**config.mk**
```make
export PLATFORM = sky130hd
export DESIGN_NAME = request_slot_table_round_robin_top
export DESIGN_NICKNAME = d
export VERILOG_FILES = /design/src/sv/rstrr_pkg.sv /design/src/sv/rstrr_ctrl.sv /design/src/sv/rstrr_dpath.sv /design/src/sv/request_slot_table_round_robin_top.sv
export VERILOG_INCLUDE_DIRS = /design/src /design/src/sv
export SDC_FILE = /design/constraint.sdc
export NUM_CORES = 1
export LEC_CHECK = 0
export BUFFER_PORTS_ARGS = -buffer_cell sky130_fd_sc_hd__buf_2
export CAP_MARGIN = 20
export CORE_ASPECT_RATIO = 0.75
export CORE_MARGIN = 2
export CORE_UTILIZATION = 58
export CTS_BUF_LIST = sky130_fd_sc_hd__clkbuf_16
export DETAILED_ROUTE_END_ITERATION = 10
export PLACE_DENSITY = 0.83
export SETUP_SLACK_MARGIN = 0.2
export SLEW_MARGIN = 10
export SYNTH_ARGS = -nofsm -noshare
export SYNTH_HDL_FRONTEND = slang
export SYNTH_HIERARCHICAL = 1
export SYNTH_SLANG_ARGS = --single-unit
```
**constraint.sdc**
```tcl
create_clock -name clk -period 6.78 [get_ports clk]
set_input_delay 0.678 -clock clk [delete_from_list [all_inputs] [get_ports clk]]
set_output_delay 0.678 -clock clk [all_outputs]
set_load 0.03 [all_outputs]
```
**src/sv/request_slot_table_round_robin_top_defines.svh**
```systemverilog
// Assertion macros shared by the request slot table RTL.
// Included by the top level; expects clk and rst in scope.
`ifndef REQUEST_SLOT_TABLE_ROUND_ROBIN_TOP_DEFINES_SVH
`define REQUEST_SLOT_TABLE_ROUND_ROBIN_TOP_DEFINES_SVH

// Condition a implies condition c in the same cycle
`define RSTRR_ASSERT_SAME(lbl, a, c) \
  lbl: assert property (@(posedge clk) disable iff (rst) (a) |-> (c)) \
    else $error("rstrr check failed");

// Condition a implies condition c in the following cycle
`define RSTRR_ASSERT_NEXT(lbl, a, c) \
  lbl: assert property (@(posedge clk) disable iff (rst) (a) |=> (c)) \
    else $error("rstrr check failed");

`endif

```
**src/sv/rstrr_pkg.sv**
```systemverilog
// Package for the request slot table: operation and status codes,
// default sizes and the controller command word. No dependencies.
package rstrr_pkg;

  // Default table sizes
  localparam int SLOTS_DEF    = 16;
  localparam int TAG_BITS_DEF = 16;

  // Fixed port field widths
  localparam int FUNC_W   = 2;
  localparam int REQ_W    = 16;
  localparam int STATUS_W = 2;
  localparam int SLOT_W   = 4;
  localparam int PTAG_W   = 16;
  localparam int LIVE_W   = 5;
  localparam int OUT_DATA_W = 32;

  // Operation codes; the unused code falls to the default arm (no operation)
  typedef enum logic [FUNC_W-1:0] {
    FUNC_STORE  = 2'd0,
    FUNC_REMOVE = 2'd1,
    FUNC_PICK   = 2'd2
  } func_t;

  // Result status codes
  typedef enum logic [STATUS_W-1:0] {
    ST_OK        = 2'd0,
    ST_FULL      = 2'd1,
    ST_NOT_FOUND = 2'd2,
    ST_EMPTY     = 2'd3
  } status_t;

  // Controller to datapath commands
  typedef struct packed {
    logic capture;  // latch the incoming word and its candidate vector
    logic commit;   // encode, update the table, load the output register
  } cmd_t;

endpackage

```
**src/sv/rstrr_ctrl.sv**
```systemverilog
// Controller for the request slot table: two-state sequencer and the
// output valid flag. Depends on rstrr_pkg.
module rstrr_ctrl (
  input  logic              clk,
  input  logic              rst,
  input  logic              s_tvalid,
  output logic              s_tready,
  output logic              m_tvalid,
  input  logic              m_tready,
  output rstrr_pkg::cmd_t   cmd
);

  typedef enum logic [1:0] {
    S_IDLE   = 2'b01,
    S_COMMIT = 2'b10
  } state_t;

  state_t state;
  state_t state_next;
  logic   out_free;

  // Handshake and commands
  assign s_tready    = (state == S_IDLE);
  assign out_free    = !m_tvalid || m_tready;
  assign cmd.capture = s_tvalid && s_tready;
  assign cmd.commit  = (state == S_COMMIT) && out_free;

  // Next state
  always_comb begin
    state_next = state;
    unique case (state)
      S_IDLE: begin
        if (cmd.capture) state_next = S_COMMIT;
      end
      S_COMMIT: begin
        if (cmd.commit) state_next = S_IDLE;
      end
      default: state_next = S_IDLE;
    endcase
  end

  // State and output valid
  always_ff @(posedge clk) begin
    if (rst) begin
      state    <= S_IDLE;
      m_tvalid <= 1'b0;
    end else begin
      state <= state_next;
      if (cmd.commit) begin
        m_tvalid <= 1'b1;
      end else if (m_tready) begin
        m_tvalid <= 1'b0;
      end
    end
  end

endmodule

```
**src/sv/rstrr_dpath.sv**
```systemverilog
// Datapath for the request slot table: slot valid bits, tag cells,
// candidate search, round robin pointer and output word. Depends on rstrr_pkg.
module rstrr_dpath #(
  parameter int SLOTS    = rstrr_pkg::SLOTS_DEF,
  parameter int TAG_BITS = rstrr_pkg::TAG_BITS_DEF
) (
  input  logic                              clk,
  input  logic                              rst,
  input  rstrr_pkg::cmd_t                   cmd,
  input  logic [rstrr_pkg::FUNC_W-1:0]      func,
  input  logic [rstrr_pkg::REQ_W-1:0]       request_tag,
  output logic [rstrr_pkg::STATUS_W-1:0]    status,
  output logic [rstrr_pkg::SLOT_W-1:0]      slot_index,
  output logic [rstrr_pkg::PTAG_W-1:0]      picked_tag,
  output logic [rstrr_pkg::LIVE_W-1:0]      live_count
);

  localparam int IDX_W = $clog2(SLOTS);
  localparam int CNT_W = $clog2(SLOTS + 1);
  localparam int TIN_W = (TAG_BITS < rstrr_pkg::REQ_W) ? TAG_BITS : rstrr_pkg::REQ_W;
  localparam int TOUT_W = (TAG_BITS < rstrr_pkg::PTAG_W) ? TAG_BITS : rstrr_pkg::PTAG_W;
  localparam int SOUT_W = (IDX_W < rstrr_pkg::SLOT_W) ? IDX_W : rstrr_pkg::SLOT_W;
  localparam int COUT_W = (CNT_W < rstrr_pkg::LIVE_W) ? CNT_W : rstrr_pkg::LIVE_W;
  localparam logic [IDX_W:0] SLOTS_W  = (IDX_W + 1)'(SLOTS);
  localparam logic [IDX_W-1:0] LAST_IDX = IDX_W'(SLOTS - 1);

  // Table state
  logic [SLOTS-1:0]    valid;
  logic [TAG_BITS-1:0] tags [SLOTS];
  logic [CNT_W-1:0]    count;
  logic [IDX_W-1:0]    last_picked;

  // Captured request
  rstrr_pkg::func_t    op;
  logic [TAG_BITS-1:0] tag;
  logic [IDX_W-1:0]    base;
  logic [SLOTS-1:0]    cand;

  // Accept-side logic
  logic [TAG_BITS-1:0]  tag_in;
  logic [IDX_W-1:0]     base_in;
  logic [2*SLOTS-1:0]   valid_pair;
  logic [SLOTS-1:0]     match;
  logic [SLOTS-1:0]     cand_in;

  // Commit-side logic
  logic                        found;
  logic [IDX_W-1:0]            first;
  logic [IDX_W:0]              pos_sum;
  logic [IDX_W-1:0]            pos;
  logic [IDX_W-1:0]            slot_sel;
  logic [TAG_BITS-1:0]         tag_sel;
  logic [CNT_W-1:0]            count_next;
  rstrr_pkg::status_t          status_next;
  logic                        slot_ok;
  logic                        tag_ok;

  // Input tag trimmed or widened to the stored width
  always_comb begin
    tag_in = '0;
    tag_in[TIN_W-1:0] = request_tag[TIN_W-1:0];
  end

  // Round robin start one past the last picked slot
  assign base_in    = (last_picked == LAST_IDX) ? '0 : last_picked + 1'b1;
  assign valid_pair = {valid, valid} >> base_in;

  // Per-slot tag compare
  always_comb begin
    for (int i = 0; i < SLOTS; i++) begin
      match[i] = valid[i] && (tags[i] == tag_in);
    end
  end

  // Candidate vector per operation
  always_comb begin
    case (rstrr_pkg::func_t'(func))
      rstrr_pkg::FUNC_STORE:  cand_in = ~valid;
      rstrr_pkg::FUNC_REMOVE: cand_in = match;
      rstrr_pkg::FUNC_PICK:   cand_in = valid_pair[SLOTS-1:0];
      default:                cand_in = '0;
    endcase
  end

  // Request capture
  always_ff @(posedge clk) begin
    if (cmd.capture) begin
      op   <= rstrr_pkg::func_t'(func);
      tag  <= tag_in;
      base <= base_in;
      cand <= cand_in;
    end
  end

  // Lowest set candidate
  always_comb begin
    first = '0;
    for (int i = SLOTS - 1; i >= 0; i--) begin
      if (cand[i]) first = IDX_W'(i);
    end
  end
  assign found = |cand;

  // Rotated position back to a slot number
  assign pos_sum  = {1'b0, base} + {1'b0, first};
  assign pos      = (pos_sum >= SLOTS_W) ? IDX_W'(pos_sum - SLOTS_W) : pos_sum[IDX_W-1:0];
  assign slot_sel = (op == rstrr_pkg::FUNC_PICK) ? pos : first;
  assign tag_sel  = tags[slot_sel];

  // Result and count per operation
  always_comb begin
    count_next  = count;
    status_next = rstrr_pkg::ST_OK;
    slot_ok     = 1'b0;
    tag_ok      = 1'b0;
    case (op)
      rstrr_pkg::FUNC_STORE: begin
        if (found) begin
          count_next = count + 1'b1;
          slot_ok    = 1'b1;
        end else begin
          status_next = rstrr_pkg::ST_FULL;
        end
      end
      rstrr_pkg::FUNC_REMOVE: begin
        if (found) begin
          count_next = count - 1'b1;
          slot_ok    = 1'b1;
        end else begin
          status_next = rstrr_pkg::ST_NOT_FOUND;
        end
      end
      rstrr_pkg::FUNC_PICK: begin
        if (found) begin
          slot_ok = 1'b1;
          tag_ok  = 1'b1;
        end else begin
          status_next = rstrr_pkg::ST_EMPTY;
        end
      end
      default: ;
    endcase
  end

  // Table control state
  always_ff @(posedge clk) begin
    if (rst) begin
      valid       <= '0;
      count       <= '0;
      last_picked <= '0;
    end else if (cmd.commit && found) begin
      case (op)
        rstrr_pkg::FUNC_STORE:  valid[first] <= 1'b1;
        rstrr_pkg::FUNC_REMOVE: valid[first] <= 1'b0;
        rstrr_pkg::FUNC_PICK:   last_picked  <= pos;
        default: ;
      endcase
      count <= count_next;
    end
  end

  // Tag cells, written on store
  always_ff @(posedge clk) begin
    if (cmd.commit && found && (op == rstrr_pkg::FUNC_STORE)) begin
      tags[first] <= tag;
    end
  end

  // Output word
  always_ff @(posedge clk) begin
    if (cmd.commit) begin
      status     <= status_next;
      slot_index <= '0;
      picked_tag <= '0;
      live_count <= '0;
      if (slot_ok) slot_index[SOUT_W-1:0] <= slot_sel[SOUT_W-1:0];
      if (tag_ok)  picked_tag[TOUT_W-1:0] <= tag_sel[TOUT_W-1:0];
      live_count[COUT_W-1:0] <= count_next[COUT_W-1:0];
    end
  end

endmodule

```
**src/sv/request_slot_table_round_robin_top.sv**
```systemverilog
// Request slot table, round robin pick: top level joining controller and
// datapath. Each accepted word is first captured and its candidate vector formed
// (free slots, tag matches or the valid bits rotated to the round robin start);
// a commit step then encodes the lowest candidate, updates the table and loads
// the output register. A new word is taken as soon as the block
// is back in idle, while the previous result may still wait in the output
// register; a result held on m_tready holds the commit stage. Reset clears
// all slots at once, with no clearing pass. Operations: store, remove, pick.
`include "request_slot_table_round_robin_top_defines.svh"

module request_slot_table_round_robin_top #(
  parameter int SLOTS    = rstrr_pkg::SLOTS_DEF,
  parameter int TAG_BITS = rstrr_pkg::TAG_BITS_DEF
) (
  input  logic                                clk,
  input  logic                                rst,
  input  logic                                s_tvalid,
  output logic                                s_tready,
  input  logic [rstrr_pkg::REQ_W-1:0]         s_tdata,   // [15:0] request_tag
  input  logic [rstrr_pkg::FUNC_W-1:0]        s_tuser,   // [1:0] func
  output logic                                m_tvalid,
  input  logic                                m_tready,
  output logic [rstrr_pkg::OUT_DATA_W-1:0]    m_tdata,   // [3:0] slot_index,
                                                          // [19:4] picked_tag,
                                                          // [24:20] live_count
  output logic [rstrr_pkg::STATUS_W-1:0]      m_tuser    // [1:0] status
);

  rstrr_pkg::cmd_t                  cmd;
  logic [rstrr_pkg::SLOT_W-1:0]     slot_index;
  logic [rstrr_pkg::PTAG_W-1:0]     picked_tag;
  logic [rstrr_pkg::LIVE_W-1:0]     live_count;

  // Sequencer
  rstrr_ctrl u_ctrl (
    .clk      (clk),
    .rst      (rst),
    .s_tvalid (s_tvalid),
    .s_tready (s_tready),
    .m_tvalid (m_tvalid),
    .m_tready (m_tready),
    .cmd      (cmd)
  );

  // Table and search
  rstrr_dpath #(
    .SLOTS    (SLOTS),
    .TAG_BITS (TAG_BITS)
  ) u_dpath (
    .clk         (clk),
    .rst         (rst),
    .cmd         (cmd),
    .func        (s_tuser),
    .request_tag (s_tdata),
    .status      (m_tuser),
    .slot_index  (slot_index),
    .picked_tag  (picked_tag),
    .live_count  (live_count)
  );

  // Output word packing, zero filled to 32 bits
  assign m_tdata = {7'b0, live_count, picked_tag, slot_index};

  // An accepted word makes the block busy next cycle
  `RSTRR_ASSERT_NEXT(a_busy_after_accept, s_tvalid && s_tready, !s_tready)
  // A commit never overwrites a result still held by the sink
  `RSTRR_ASSERT_SAME(a_commit_output_free, cmd.commit, !(m_tvalid && !m_tready))
  // Every commit presents a result word
  `RSTRR_ASSERT_NEXT(a_commit_shows_result, cmd.commit, m_tvalid)

endmodule

```
* Word-level counts from Yosys, hierarchy flattened *
Memories as Yosys holds them, arrays and structs flattened. A register that Yosys moved wholly into a read port is not among the register bits.
Cells that the tools add are included.

word-level totals
  bits in registers = 77
  bits in writable memories = 256
  bits of input ports = 22
  output and inout bits = 36
  word-level logic and storage cells = 124
  memories = 1

memory list
  memory        words  width  read ports  clocked after memory_dff  write ports  RTL line           source
  u_dpath.tags  16     16     17          1                         1            rstrr_dpath.sv:29  logic [TAG_BITS-1:0] tags [SLOTS];

cells by class
  $add $sub $neg = 5
  $lt $le $gt $ge = 3
  eq/ne operators = 25
  shifts and indexed selects = 1
  multiplexer cells = 40
  bitwise operators = 4
  reductions and logical operators = 33

operators with widths
  kind                                                                   number
  16-bit == test                                                         16
  4-bit 2-to-1 mux                                                       19
  16-bit one-hot mux with 3 select lines                                 1
  16-bit NOT                                                             2
  16-bit one-hot mux with 2 select lines                                 1
  32-bit by 4-bit >> shifter with 16-bit output                          1
  1-bit logical AND                                                      21
  16-bit AND                                                             1
  16-bit OR                                                              1
  16-bit OR reduction                                                    1
  5-bit 2-to-1 mux                                                       2
  5-bit one-hot mux with 2 select lines                                  1
  1-bit 2-to-1 mux                                                       9
  2-bit 2-to-1 mux                                                       4
  2-bit by 1-bit == test with 1-bit output (second input constant)       3
  2-bit == test (second input constant)                                  3
  2-bit one-hot mux with 3 select lines                                  1
  2-bit AND reduction                                                    3
  4-bit by 4-bit adder with 5-bit output                                 1
  5-bit by 1-bit adder with 5-bit output (second input constant)         1
  5-bit >= comparator (second input constant)                            1
  4-bit by 5-bit < comparator with 1-bit output (second input constant)  1
  5-bit by 1-bit subtractor with 5-bit output (second input constant)    1
  4-bit by 1-bit adder with 4-bit output (second input constant)         1
  other kinds (12)                                                       15

* Longest topological paths before layout *
Gate-level depths: netlist of run 1.

  depth in word-level cells = 23
  gate-level depth with buffers = 16
  depth with buffers taken out = 15

* Hierarchy *
The synthesis of run 1 kept the hierarchy.

modules (own cells, without submodules)
  module                              instances  cells an instance  area an instance (µm²)  seq. area each (µm²)
  rstrr_dpath                         1          1319               17496.8                 10139.7
  rstrr_ctrl                          1          12                 128.9                   60.1
  request_slot_table_round_robin_top  1          8                  56.3                    0.0

* Least setup slack after synthesis of run 1 *
OpenSTA, ideal clock, no wires.

  kind = in2reg
  from = input port m_tready
  to = memory u_dpath/tags[7][0] in the netlist's numbering (enable)
  library setup time = 0.409 ns
  arrival = 3.997 ns
  required time = 6.371 ns
  path slack = 2.374 ns
  cell stages on the path = 5
  cells stage by stage = nand2b_1 -> nor2b_1 -> nor2b_1 -> nand3_1 -> nor3_1

RTL lines
  element             RTL line                                  source
  start: declaration  request_slot_table_round_robin_top.sv:22  input logic m_tready,
  end: declaration    rstrr_dpath.sv:29

* Worst setup path after layout of run 1 *
  from = register u_dpath.cand[10]
  to = register u_dpath/picked_tag[15] in the netlist's numbering (read register of u_dpath.tags) (data pin)

on the way
  cells in the longest elaborated chain, start to end = 15

ends and longest elaborated chain
  element                                                                             RTL line            source
  start: declaration                                                                  rstrr_dpath.sv:37   logic [SLOTS-1:0] cand;
  start signal: assignment                                                            rstrr_dpath.sv:91   cand <= cand_in;
  4-bit 2-to-1 mux (11 in a row)                                                      rstrr_dpath.sv:99   if (cand[i]) first = IDX_W'(i);
  4-bit by 4-bit adder with 5-bit output                                              rstrr_dpath.sv:105  assign pos_sum = {1'b0, base} + {1'b0, first};
  4-bit by 1-bit subtractor with 4-bit output or 5-bit >= comparator (tied branches)  rstrr_dpath.sv:106  assign pos = (pos_sum >= SLOTS_W) ? IDX_W'(pos_sum - SLOTS_W) : pos_sum[IDX_W-1:0];
  4-bit 2-to-1 mux                                                                    rstrr_dpath.sv:106
  4-bit 2-to-1 mux                                                                    rstrr_dpath.sv:107  assign slot_sel = (op == rstrr_pkg::FUNC_PICK) ? pos : first;
  end: declaration                                                                    rstrr_dpath.sv:14   output logic [rstrr_pkg::PTAG_W-1:0] picked_tag,

Parallel ways exist; a longest one is shown, timed or not.
A chain may end at the register's enable or synchronous reset.

==> results of run 1 <==
[state kept, by name, indices dropped and copies added (netlist names), named ones only]
| signal | cells |
|---|---|
| u_dpath/tags | 256 |
| u_dpath/cand | 16 |
| u_dpath/picked_tag | 16 |
| u_dpath/tag | 16 |
| u_dpath/count | 5 |
| u_dpath/live_count | 5 |
| u_dpath/base | 4 |
| u_dpath/last_picked | 4 |
| u_dpath/slot_index | 4 |
| u_ctrl/state | 2 |
| u_dpath/op | 2 |
| u_dpath/status | 2 |
| u_ctrl/m_tvalid | 1 |
[worst max-delay path, stage by stage (launching register included)]
cell and delay [ps]:
edfxtp_1 420, or4_2 740, nor2b_1 190, o21a_1 170, ha_1 300, nand2b_1 180
or3_2 440, a31oi_2 420, o21ba_2 680, a22oi_1 220, nand2_1 140, o22ai_2 80
[kinds of logic (layout without fill, tap and decap cells)]
| group | after synthesis | in the layout |
|---|---|---|
| AO/OA/AOI/OAI | 159 | 159 |
| other | 1 | 7 |
| flip-flops | 349 | 349 |
| adder cells (fa/ha/maj) | 7 | 7 |
| XOR/XNOR | 269 | 269 |
| buffers and inverters | 105 | 148 |
| multiplexers | 193 | 193 |
| AND/OR/NAND/NOR | 256 | 256 |
[final cells by class]
cell class	count	area share
sequential	349	0.5249
multi-input combinational	891	0.3652
clock buffer	35	0.04507
tap	399	0.02569
timing repair buffer	69	0.02234
clock inverter	28	0.01365
inverter	16	0.003091
[routing by layer]
layer	GRT usage	vias up
met1	0.4653	5728
met2	0.4363	869
met5	0	-
met3	0.06912	99
met4	0.09832	0
li1	-	5061
[worst paths after layout]
path                           from                endpoint  slack [ps]  depth (start not counted)
min                      s_tuser[0]           u_dpath/op[0]         350                          1
max                u_dpath/cand[10]  u_dpath/picked_tag[15]        2500                         11
min reg2reg  u_dpath/last_picked[1]  u_dpath/last_picked[1]         510                          2
max reg2reg        u_dpath/cand[10]  u_dpath/picked_tag[15]        2500                         11
[stage by stage]
step	total power [mW]	cells	area (sq um)	setup slack [ps]
finish	4.954	1787	19430	2497
detailed placement	3.012	1721	18250	2564
global route	5.072	1787	19430	2270
CTS	4.940	1784	19390	2553
global placement	3.000	1720	18240	2727
floorplan	2.853	1345	17700	2374
[power groups by stage]
| stage | combinational (mW) | sequential [mW] | clock [mW] |
|---|---|---|---|
| after floorplan | 0.401 | 2.45 | 0 |
| after global placement | 0.532 | 2.47 | 0 |
| after detailed placement | 0.541 | 2.47 | 0 |
| after CTS | 0.546 | 2.42 | 1.97 |
| after global routing | 0.589 | 2.43 | 2.05 |
| final | 0.565 | 2.43 | 1.96 |
[cells in the mapped netlist (all sizes together) (2+ instances only)]
master,number,share of area
or4,3,0.0013
nor2b,9,0.0032
a21oi,23,0.0067
xnor2,263,0.13
ha,6,0.0042
o21a,2,0.00085
nor4,19,0.0076
and2,2,0.00071
or3,14,0.0050
o221ai,16,0.0079
mux2,16,0.010
a22oi,64,0.027
buf,38,0.013
dfxtp,28,0.032
nand4,64,0.023
a211oi,4,0.0017
edfxtp,321,0.55
nand2b,10,0.0035
clkbuf,51,0.011
o21bai,2,0.00085
o21ba,3,0.0017
or2,2,0.00071
mux2i,177,0.10
nor2,36,0.0078
nand3,24,0.0068
xor2,5,0.0025
nor3,11,0.0034
inv,16,0.0034
o22ai,16,0.0092
a31oi,2,0.0011
nor3b,2,0.0011
o21ai,20,0.0061
nand2,53,0.011
==> metrics.yaml, run 1 <==
drt_pass1_iterations: 5
start_util: 0.5880
met1_length_microns: 19770
vdd_drop_max_v: 0.0001720
synth.distinct_cells: 66
max_freq_mhz: 233.5
die_h_microns: 155.2
num_vias: 11760
pwr-share-clk: 0.396
rows: 55
port_buffers: 50
cts-root-buf: "clkbuf_16"
drt-initial-drc-count: 1701
mostFrequentLayoutCells: "edfxtp_1, xnor2_1, mux2i_1, nand4_1, a22oi_1"
relSlewSlack: 0.3209
min_period_ps: 4283
grt-ovfl-total: 0
numCtsBuffers: 35
async_flop_share: 0
fin_nets: 1390
sw_frac_of_total: 0.2490
drv_slew: 0
synth_mux_area_frac: 0.1104
antenna_left: 0
routedWlPerCell_microns: 27.09
grt_max_degree: 83
antenna_found_initial: 0
core_sq_um: 30070
route.detailed.drc: 0
p_per_area_nw_per_um2: 254.9
utilization: 0.6461
synth.avg_cell_area_sq_um: 13.21
synth_compound_area_frac: 0.06800
n_antenna_cell: 0
synth-edff-count: 321
p_int_mw: 3.720
fillerInstances: 2139
skew_ps: 30.05
period_share: 0.6317
p_seq_frac: 0.490
synth-xor-area-share: 0.1340
maxCapViolations: 0
setup_viol: 0
synth_seq_area_share: 0.5768
area_growth_pct: 9.892
dominantRegCellSynth: "edfxtp_1"
wl_met3_microns: 6504
top_level_ports: 58
drive_gt1_frac: 0.1268
grt_util_all_layers: 0.3062
seq_area_sq_um: 10200
critPathLaunchType: "flop"
top_layer_used: "met4"
grt_pass1_wl_microns: 71160
hold_violations: 0
final.setup.tns_ps: 0
met2_length_microns: 20610
synth_area_sq_um: 17680
cp-end-kind: "flop"
required_ps: 7040
share_comb_of_total_power: 0.114
rsz0062_at_grt: "no"
place.gp.congestion: 0.9922
synthSimpleGateAreaFrac: 0.07855
ctsResizeCount: 0
cp.arrival_ps: 4550
cts_tree: "yes"
hp-class: "in2reg"
leakage_nw: 6.381
hpwl_microns: 34140
clkSinkCount: 349
fp.dieW_microns: 205.6
htree_levels: 2
multi_input_area_sq_um: 7097
clk_latency_ps: 550
final_common_cell: "edfxtp_1"
cp_max_fo: 32
postCtsSetupRepairBufs: 0
synth_warnings: 6
synth_top_family_by_area: "XOR/XNOR gates"
ys_seq_elements: 349
worst_pin_slew_ps: 1017
syn_inst: 1339
clockBufferDepth: 3
postCtsHoldBufs: 0
via_per_inst: 6.579
status: "completed"
synth_fa_ha_area_frac: 0.004883
hold_ws_ps: 345.6
drt-total-wl_microns: 48400
cts.clk_slew.worst_paths_ps: 60
dieArea_sq_um: 31910
grt_pass1_vias: 11230
p_sw_mw: 1.234
crit_type: "reg2reg"
Note: power is estimated with default switching activity, not from simulation.
==> inputs of run 2 (changes only) <==
- CORE_UTILIZATION: 58 -> 57
- PLACE_DENSITY: 0.83 -> 0.85
- clock period: 6.78 -> 3.9 ns (I/O delays scaled with it)
==> run 2 against run 1 <==
Effect of this change:
- non-clock buffer count increased by 11
- highest routed layer unchanged
- clock skew down 12 ps
- via count grew 1.4%
- largest power group unchanged
- wire length rose by 2.7%
- core utilization is essentially flat
==> metrics.yaml, run 2 (synthesis gave the netlist of run 1 again) <==
cp-end-kind: "flop"
drt_pass1_iterations: 6  # +1
worst_pin_slew_ps: 892.1  # -124.4 ps
cts-root-buf: "clkbuf_16"
seq_area_sq_um: 10200  # unchanged
fillerInstances: 2168  # +1.4%
p_per_area_nw_per_um2: 434.3  # +70%
utilization: 0.6461  # about the same
route.detailed.drc: 0  # unchanged
final.setup.tns_ps: 0  # unchanged
drt-total-wl_microns: 49710  # +2.7%
min_period_ps: 3620  # -662.9 ps
power_mw: 8.515  # +72%
num_vias: 11920  # +1.4%
regMostFlops: "u_dpath/tags"
status: "completed"
timing.rr.end: "u_dpath/picked_tag[4]"
drv_slew: 0  # unchanged
slowest_delay_ps: 580  # -160 ps
fp.dieW_microns: 207.4  # +0.86%
regToRegSetupSlack_ps: 280  # -2220 ps
routedWlPerCell_microns: 27.68  # +2.2%
postCtsHoldBufs: 0  # unchanged
numCtsBuffers: 35  # unchanged
antenna_left: 0  # unchanged
drt-initial-drc-count: 1852  # +8.9%
max_freq_mhz: 276.2  # +18%
clkSinkCount: 349  # unchanged
cts_tree: "yes"
htree_levels: 2  # unchanged
setup_viol: 0  # unchanged
crit_type: "reg2reg"
clockBufferDepth: 3  # unchanged
whs_path_depth: 1  # unchanged
start_util: 0.5826  # -0.005333
hpwl_microns: 34780  # +1.9%
skew_ps: 17.88  # -12.17 ps
cpMostUsedCell: "buf_12"
rsz0062_at_grt: "no"
grt_pass1_vias: 11520  # +2.5%
drive_gt1_frac: 0.1384  # +0.01155
core_sq_um: 30350  # +0.92%
grt_max_degree: 66  # -20%
largest_reg_flops: 256  # unchanged
vdd_drop_max_v: 0.0003906  # +130%
antenna_found_initial: 2  # +2
dieArea_sq_um: 32460  # +1.7%
crit_slowest_cell: "or4_4"
maxCapViolations: 0  # unchanged
final_common_cell: "edfxtp_1"
grt-ovfl-total: 0  # unchanged
grt_util_all_layers: 0.3059  # about the same
fin_nets: 1401  # +0.79%
cp_cell_sequence: "or4_4 -> nor2b_4 -> o21a_1 -> ha_4 -> nand2b_1 -> or3_2 -> a31oi_4 -> buf_4 -> nor3_4 -> buf_12 -> buf_12 -> a22oi_1 -> nand2_1 -> o22ai_2"
multi_input_area_sq_um: 7161  # +0.90%
required_ps: 4260  # -2780 ps
hp-class: "in2reg"
cts.clk_slew.worst_paths_ps: 60  # about the same
cp.arrival_ps: 3980  # -570 ps
area_growth_pct: 10.89
grt_pass1_wl_microns: 73110  # +2.7%
place.gp.congestion: 0.9833  # -0.90%
die_h_microns: 156.5  # +0.85%
critPathLaunchType: "flop"
via_per_inst: 6.636  # +0.86%
critical_path.startpoint: "u_dpath/cand[12]"
leakage_nw: 6.432  # +0.80%
rows: 55  # unchanged
cp_max_fo: 20  # -38%
hold_violations: 0  # unchanged
r2r_cells: 14  # +3
crit_end: "u_dpath/picked_tag[4]"
port_buffers: 50  # unchanged
period_share: 0.9283  # +0.2965
clk_latency_ps: 530  # -20 ps
top_level_ports: 58  # unchanged
r2r_start: "u_dpath/cand[12]"
mostFrequentLayoutCells: "edfxtp_1, xnor2_1, mux2i_1, nand4_1, a22oi_1"
relSlewSlack: 0.4053  # +0.08439
-- run 2: how the worst min path moves through the flow --
stage | start | endpoint
6_report | s_tuser[0] | u_dpath/op[0]
5_1_grt | s_tuser[0] | u_dpath/op[0]
4_1_cts | s_tuser[0] | u_dpath/op[0]
3_5_place_dp | u_dpath/last_picked[1] | u_dpath/last_picked[1]
3_3_place_gp | u_dpath/last_picked[1] | u_dpath/last_picked[1]
2_1_floorplan | rst | u_ctrl/m_tvalid
-- run 2: per-layer routing --
layer	global-route usage	wire length, microns	share of wire
met3	0.1104	7617	0.15
met5	0	0	0
met1	0.4300	19190	0.39
met4	0.1136	1862	0.037
met2	0.4362	21040	0.42
-- run 2: cell type report --
class / instances / share of cell area
clock inverters: 22 / 0.008040
clock buffers: 37 / 0.04722
repair buffers: 80 / 0.03057
diodes: 2 / 0.0002552
multi-input cells: 891 / 0.3652
inverters: 16 / 0.003063
flip-flops and latches: 349 / 0.5202
well taps: 399 / 0.02546
-- run 2: per-stage QoR --
stage | cell area (sq um) | cells | setup slack (ps) | hold slack (ps)
3_3_place_gp | 18370 | 1730 | 267.5 | 480.7
4_1_cts | 19520 | 1791 | 293.8 | 96.17
6_report | 19610 | 1796 | 279.8 | 93.13
3_5_place_dp | 18370 | 1730 | 91.37 | 497.7
5_1_grt | 19610 | 1795 | 203.1 | 99.12
2_1_floorplan | 17710 | 1345 | 361.0 | 459.1
-- run 2: worst max-delay path, delay by kind of cell, from the launching register on --
kind | cells | cell delay (ps)
adders and majority gates | 1 | 240
AOI/OAI and AO/OA | 4 | 760
and+or+nand+nor | 6 | 1510
DFF | 1 | 420
buffers and inverters | 3 | 490
-- run 2: power breakdown --
group	internal, mW	switching, mW	total (mW)
registers	4.14	0.0878	4.23
clock network	1.84	1.42	3.26
logic	0.396	0.630	1.03
total	6.38	2.14	8.51
-- run 2: what timing repair did --
action | CTS | global route
cloned | 0 | 0
buffers inserted | 2 | 1
endpoints found under the setup margin | 14 | 16
pin swaps | 1 | 0
gates resized for setup | 5 | 9
==> inputs of run 3 (changes only) <==
- ABC_CLOCK_PERIOD_IN_PS: default -> 3900
- CORE_UTILIZATION: 57 -> 35
- PLACE_DENSITY: 0.85 -> 0.6
- SYNTH_HIERARCHICAL: 1 -> default
==> run 3 against run 2 <==
Effect of this change:
- synthesized cell count fell by 1.9%
- largest power group unchanged
- maximum frequency rose by 2.0%
- highest routed layer unchanged
- worst hold slack got worse by 17 ps
- sequential share of layout area fell by 1.2 points
- first-iteration DRC count fell by 3.7%
- critical path depth fell by 1
- register-to-register slack improved by 70 ps
- largest cell class unchanged
- via count fell by 1.3%
==> metrics.yaml, run 3 <==
ys_seq_elements: 349  # unchanged
clockBufferDepth: 3  # unchanged
status: "completed"
num_vias: 11760  # -1.3%
clkSinkCount: 349  # unchanged
antenna_left: 0  # unchanged
rows: 71  # +29%
grt_pass1_wl_microns: 76960  # +5.3%
syn_inst: 1314  # -1.9%
largest_reg_flops: 256  # unchanged
cp_max_fo: 34  # +70%
synth_area_sq_um: 17690  # about the same
n_antenna_cell: 0  # -2
drt-total-wl_microns: 55050  # +11%
htree_levels: 2  # unchanged
top_usage_layer: "met1"
via_per_inst: 5.743  # -13%
hp-class: "in2reg"
mostFrequentLayoutCells: "edfxtp_1, xnor2_1, mux2i_1, nand4_1, buf_2"
cp.arrival_ps: 3810  # -170 ps
relSlewSlack: 0.3375  # -0.06776
async_flop_share: 0  # unchanged
grt_use_met2: 0.2809  # -0.1553
route.detailed.drc: 0  # unchanged
yosys.cell_count.top_type: "edfxtp_1"
core_sq_um: 50010  # +65%
final.setup.tns_ps: 0  # unchanged
synth_top_area_share: 0.5450  # about the same
drv_slew: 0  # unchanged
hpwl_microns: 40830  # +17%
p_per_area_nw_per_um2: 437.7  # +0.78%
place_ws_ps: 282.7  # +191.3 ps
synth-edff-count: 321  # unchanged
grt.met3_usage: 0.03714  # -0.07324
setup_viol: 0  # unchanged
grt_max_degree: 66  # unchanged
final_common_cell: "edfxtp_1"
cts-root-buf: "clkbuf_16"
synth.avg_cell_area_sq_um: 13.46  # +1.9%
synth_top_area_cell: "edfxtp_1"
die_h_microns: 198.7  # +27%
cts_tree: "yes"
crit_type: "reg2reg"
start_util: 0.3536  # -0.2290
synth_seq_area_share: 0.5767  # about the same
drt-initial-drc-count: 1783  # -3.7%
synth.distinct_cells: 64  # -3.0%
drt_pass1_iterations: 5  # -1
hold_ws_ps: 76.61  # -16.53 ps
regMostFlops: "u_dpath.tags"
worst_slack_ps: 349.5  # +69.75 ps
hold_violations: 0  # unchanged
maxCapViolations: 0  # unchanged
routedWlPerCell_microns: 26.88  # -2.9%
fp.dieW_microns: 263.6  # +27%
cts.clk_slew.worst_paths_ps: 60  # about the same
required_ps: 4160  # -100 ps
use_met1: 0.3303  # -0.09976
critPathLaunchType: "flop"
postCtsHoldBufs: 0  # unchanged
antenna_found_initial: 0  # -2
port_buffers: 50  # unchanged
vdd_drop_max_v: 0.0002455  # -37%
period_share: 0.9104  # -0.01788
leakage_nw: 6.519  # +1.3%
dominantRegCellSynth: "edfxtp_1"
min_period_ps: 3550  # -69.75 ps
dieArea_sq_um: 52360  # +61%
fillerInstances: 4617  # +110%
worst_pin_slew_ps: 993.7  # +101.6 ps
top_level_ports: 58  # unchanged
synth_area_leaders: "edfxtp_1, xnor2_1, mux2i_1"
max_freq_mhz: 281.7  # +2.0%
place_area_sq_um: 18770  # +2.2%
skew_ps: 25.89  # +8.012 ps
synth_common_cells: "edfxtp_1, xnor2_1, mux2i_1"
finish.instance_area_sq_um: 20070  # +2.3%
fin_nets: 1392  # -0.64%
drive_gt1_frac: 0.1452  # +0.006868
area_growth_pct: 13.46
numCtsBuffers: 37  # +5.7%
grt_pass1_vias: 10830  # -5.9%
cp-end-kind: "flop"
place.gp.congestion: 0.9415  # -4.3%
grt_util_all_layers: 0.2047  # -0.1013
clk_latency_ps: 550  # +20 ps
grt-ovfl-total: 0  # unchanged
rsz0062_at_grt: "no"
synth_warnings: 0  # -6
run 3: area by class of cell:
| type | count | area, sq um | area share |
|---|---|---|---|
| multi-input combinational | 864 | 7109 | 0.3543 |
| clock buffer | 37 | 925.9 | 0.04614 |
| inverter | 14 | 52.55 | 0.002619 |
| tap | 657 | 822.0 | 0.04097 |
| clock inverter | 29 | 240.2 | 0.01197 |
| sequential | 349 | 10200 | 0.5083 |
| timing repair buffer | 98 | 716.9 | 0.03573 |
run 3: timing repair:
action,in CTS,in global routing
setup endpoints to repair,0,16
resized for setup,0,7
hold endpoints to repair,0,0
buffers inserted,0,4
run 3: final timing paths:
kind	startpoint	to	slack, ps	cells past startpoint
setup / recovery	u_dpath.cand[15]	u_dpath.picked_tag[2]	350	13
hold reg to reg	u_ctrl.m_tvalid	u_ctrl.m_tvalid	510	2
setup reg to reg	u_dpath.cand[15]	u_dpath.picked_tag[2]	350	13
hold / removal	s_tuser[0]	u_dpath.op[0]	80	1
run 3: where the power goes:
group          switching [mW]  leakage, nW  internal [mW]
clock                    1.46        0.603           1.99
combinational           0.658         2.78          0.449
sequential             0.0827         3.14           4.14
run 3: critical path, cell delays in order (launching register included):
cell and delay, ps:
edfxtp_1 440, nor2b_1 160, o21ai_0 150, o211a_2 300, o21ba_2 170, nor2_1 60
ha_1 310, a21oi_1 110, o21ai_4 110, buf_4 550, mux2i_1 470, a22o_1 190
a221o_1 130, o22ai_2 80
run 3: cells by family after synthesis:
logic type,share of synthesized area
AOI/OAI and AO/OA,0.07641
xor gates and xnor gates,0.1330
adders and majority gates,0.004881
buffers and inverters,0.02766
DFF,0.5767
muxes,0.1133
other,0.0002120
and+or+nand+nor,0.06785
run 3: per-layer routing:
metal / routed length, microns / part of all wire / vias to the layer above
met5: 0 / 0 / -
met2: 22050 / 0.40 / 627
met4: 891 / 0.016 / 0
li1: - / - / 5092
met1: 26200 / 0.48 / 5984
met3: 5911 / 0.11 / 58
run 3: metrics by stage:
step,power (mW),std cells,util
global route,9.020,2048,0.4012
global placement,5.318,1975,0.3753
detailed placement,5.332,1975,0.3753
floorplan,4.993,1320,-
CTS,8.745,2041,0.3986
finish,8.782,2048,0.4012
